[src/hdl/pie_ram.sv]
`timescale 1ns / 1ps
// ----------------------------------------------------------------------------
// pie_ram
// Generic single-write, single-read RAM with registered read data.
// ----------------------------------------------------------------------------
module pie_ram #(
  parameter int WIDTH = 32,
  parameter int DEPTH = 64
) (
  input  logic                     clk,
  input  logic                     we,
  input  logic [$clog2(DEPTH)-1:0] waddr,
  input  logic [WIDTH-1:0]         wdata,
  input  logic [$clog2(DEPTH)-1:0] raddr,
  output logic [WIDTH-1:0]         rdata
);

  logic [WIDTH-1:0] mem [DEPTH];

  always_ff @(posedge clk) begin
    if (we) begin
      mem[waddr] <= wdata;
    end
    rdata <= mem[raddr];
  end

endmodule

[config.mk]
export PLATFORM = sky130hd
export DESIGN_NAME = pie_ram
export DESIGN_NICKNAME = d
export VERILOG_FILES = /design/src/hdl/pie_ram.sv
export SDC_FILE = /design/constraint.sdc
export NUM_CORES = 2
export LEC_CHECK = 0
export BUFFER_PORTS_ARGS = -buffer_cell sky130_fd_sc_hd__buf_2
export CAP_MARGIN = 40
export CORE_ASPECT_RATIO = 1.4
export CORE_MARGIN = 8
export CORE_UTILIZATION = 50
export CTS_BUF_LIST = sky130_fd_sc_hd__clkbuf_2
export DETAILED_ROUTE_END_ITERATION = 7
export PLACE_DENSITY = 0.67
export SYNTH_ARGS = -nofsm -noshare
export SYNTH_HDL_FRONTEND = slang
export SYNTH_SLANG_ARGS = --single-unit
[constraint.sdc]
create_clock -name clk -period 4.3 [get_ports clk]
set_input_delay 0 -clock clk [delete_from_list [all_inputs] [get_ports clk]]
set_output_delay 0 -clock clk [all_outputs]
set_load 0.03 [all_outputs]
==> out/metrics.cfg <==
[final_layout]
multi_input_area_sq_mm=0.0160
nets=4149
seqCellArea_sq_mm=0.0621
area.growth.synth_to_final_pct=14.5
drive_gt1_share_pct=37.9
layout_common_cells=edfxtp_1, clkbuf_2, mux4_2
final_common_cell=edfxtp_1
nFillCells=11400

[worst_setup_path]
cp_num_cells=12
r2r_slack_ns=0.45
start_kind=input port
cp_common_cell=dlygate4sd3_1
path_class=input port to register
reg2regPathDepth=8
critical_path.top_delay_family=buffers and inverters
path_max_fanout=64
setup.worst_path.start=raddr[1]
cp.arrival_ns=5.94
crit_chain=dlygate4sd3_1, dlygate4sd3_1, buf_8, buf_12, dlygate4sd3_1, mux4_2, mux4_2, dlygate4sd3_1, o22ai_1, dlygate4sd3_1, nor2_1, dlygate4sd3_1
crit_path_end=rdata[9]
worstPathRequired_ns=6.03
endpoint_kind=register
regToRegEndpoint=rdata[18]
critPathBufInv=8
cp_slowest_cell=dlygate4sd3_1
critPathMaxStageDelay_ns=0.87
reg2reg_from=mem[55][18]

[power_and_ir_drop]
combPwrFrac_pct=6.9
ir_worst_vdd_uv=292
p_per_area_mw_per_mm2=411
p_int_mw=28.0
clkPwrFrac_pct=32.3
seqPwrFrac_pct=60.8
power.share.switching_pct=24.4
switching_power_mw=9.01
leakagePower_nw=29.2

[grt]
antenna_found_initial=11
grt_pass1_vias=41100
track_usage_pct=24.5
grt_max_degree=86
grt_overflow=0
grt_pass1_wl_um=294000

[cts]
path_clk_slew_ns=0.11
cts_sinks=2080
ctsRootBufferMaster=clkbuf_2
worstSkewPairLatency_ns=1.83
clock_path_buffers=4
htree_num_levels=5
cts_tree=done
cts_buffers=468

[logic_synthesis]
synth_seq_area_share_pct=79.1
syn_inst=3324
syn_nets=3370
synth_top_flop_cell=edfxtp_1
synth_edf_count=2048
synth-seq-cells=2080
synth_area_sq_mm=0.0785
async_flop_share_pct=0
yosysWarnings=0
synth_area_per_cell_sq_um=23.6
ys_types=34

[detailed_routing]
drc=0
drt_wl_total_um=209000
wl_per_cell_um=32.1
vias_per_cell=6.09
dr.pass1.iters=8
antenna_left=0
dr_total_vias=39800
drtIter0Drc=4369

[die]
coreArea_sq_mm=0.156
num_io_pins=78
fp.dieH_um=485
die_x_um=351
initial_utilization_pct=50.2
rows=172
dieArea_sq_mm=0.170

[timing]
setup-violations-final=0
timing.fmax_ghz=0.238
period_needed_ns=4.20
clock_skew_ns=0.168
tightest_slew_ns=1.21
slew_headroom_pct=19.6
rsz0062_at_grt=no
hold_violations=0
whs_ns=0.280
post-route-period-util_pct=97.7
report.final.slew_viol_count=0
fin_tns_setup_ns=0
fin_ws_ns=0.0990

[place]
gp_congestion=0.831
numPortBuffers=77
place_ws_ns=0.999
hpwl_um=120000

[status]
status=finished, final reports clean

[run]
drv_cap=0

[hold_path]
hold_path_class=input port to register

worst min path at each step:
stage,from,endpoint,cells after the start
global placement,rdata[2],rdata[2],1
CTS,waddr[0],mem[37][15],5
detailed placement,rdata[2],rdata[2],1
floorplan,wdata[0],mem[0][0],0
global route,raddr[0],rdata[22],7
finish,raddr[0],rdata[22],7
sequential cells by signal, summed over array words and instances, names as in the netlist:
register / count
rdata: 32
mem: 2048
power by group through the flow:
stage | Clock (mW) | Combinational, mW | Sequential, mW
final | 11.9 | 2.56 | 22.5
after global routing | 13.1 | 2.65 | 22.5
after CTS | 12.2 | 2.55 | 22.5
after detailed placement | 0 | 2.30 | 23.0
after global placement | 0 | 2.25 | 23.0
after floorplan | 0 | 1.09 | 23.0
repair_timing:
action	CTS	global route
gates resized for setup	0	4
endpoints found under the setup margin	0	1
hold buffers	195	0
endpoints found under the hold margin	4128	0
buffers inserted	0	0
cell usage after synthesis, types with 2 or more instances:
cell type / n / area share (%)
edfxtp_1: 2048 / 78
mux4_2: 544 / 16
nor2_1: 137 / 0.65
mux2i_1: 93 / 1.2
o22ai_1: 84 / 0.67
clkbuf_1: 74 / 0.35
a21oi_1: 62 / 0.40
buf_2: 57 / 0.36
dfxtp_1: 32 / 0.82
o221ai_1: 27 / 0.30
nand2_1: 26 / 0.12
buf_4: 25 / 0.24
buf_1: 21 / 0.10
nor2b_1: 15 / 0.12
a22oi_1: 12 / 0.11
a311oi_1: 8 / 0.089
nand2b_1: 8 / 0.064
nor3_1: 7 / 0.045
buf_6: 5 / 0.072
nand3_1: 5 / 0.032
nand3b_1: 5 / 0.048
a41o_1: 4 / 0.051
and3_1: 4 / 0.032
o32ai_1: 4 / 0.045
or3_1: 3 / 0.024
or3b_2: 3 / 0.033
and2_1: 2 / 0.016
nand4_1: 2 / 0.016
or3b_1: 2 / 0.022
tightest hold or removal path: cells and delay by family:
kind            cells  cell delay (ns)
compound gates      1             0.10
simple gates        1             0.09
mux                 2             0.65
buf+inv             3             1.20
kinds of logic (layout without fill, tap and decap cells):
family / Yosys count / after routing / synth area share [%]
AND/OR/NAND/NOR: 223 / 223 / 1.27
flip-flops: 2080 / 2080 / 79.1
multiplexers: 637 / 637 / 16.8
buffers and inverters: 182 / 1295 / 1.13
other: 0 / 6 / 0
AO/OA/AOI/OAI: 202 / 202 / 1.67
metrics by stage:
step / util [%] / std cells / total power [mW] / area, sq um
after CTS: 57.4 / 6523 / 37.2 / 89800
after floorplan: - / 3324 / 24.1 / 78500
final: 57.4 / 6531 / 37.0 / 89900
after detailed placement: 53.2 / 5524 / 25.3 / 83300
after global routing: 57.4 / 6529 / 38.3 / 89900
after global placement: 52.9 / 5494 / 25.2 / 82700
per-layer routing:
metal	share of wire [%]	global-route usage (%)	wire length, um	vias up
met5	0.013	0	27	-
met4	5.1	11.5	10800	4
met3	9.1	5.36	19000	397
met2	51	41.6	108000	2229
met1	34	29.8	71800	21000
li1	-	-	-	16100
cell type report:
class	instances	share of cell area, %
well taps	2088	2.91
clock inverters	92	0.529
repair buffers	491	5.69
multi-input cells	1062	17.8
clock buffers	712	3.96
flip-flops and latches	2080	69.1
diodes	6	0.0167
Power figures use the tool's default switching activity.
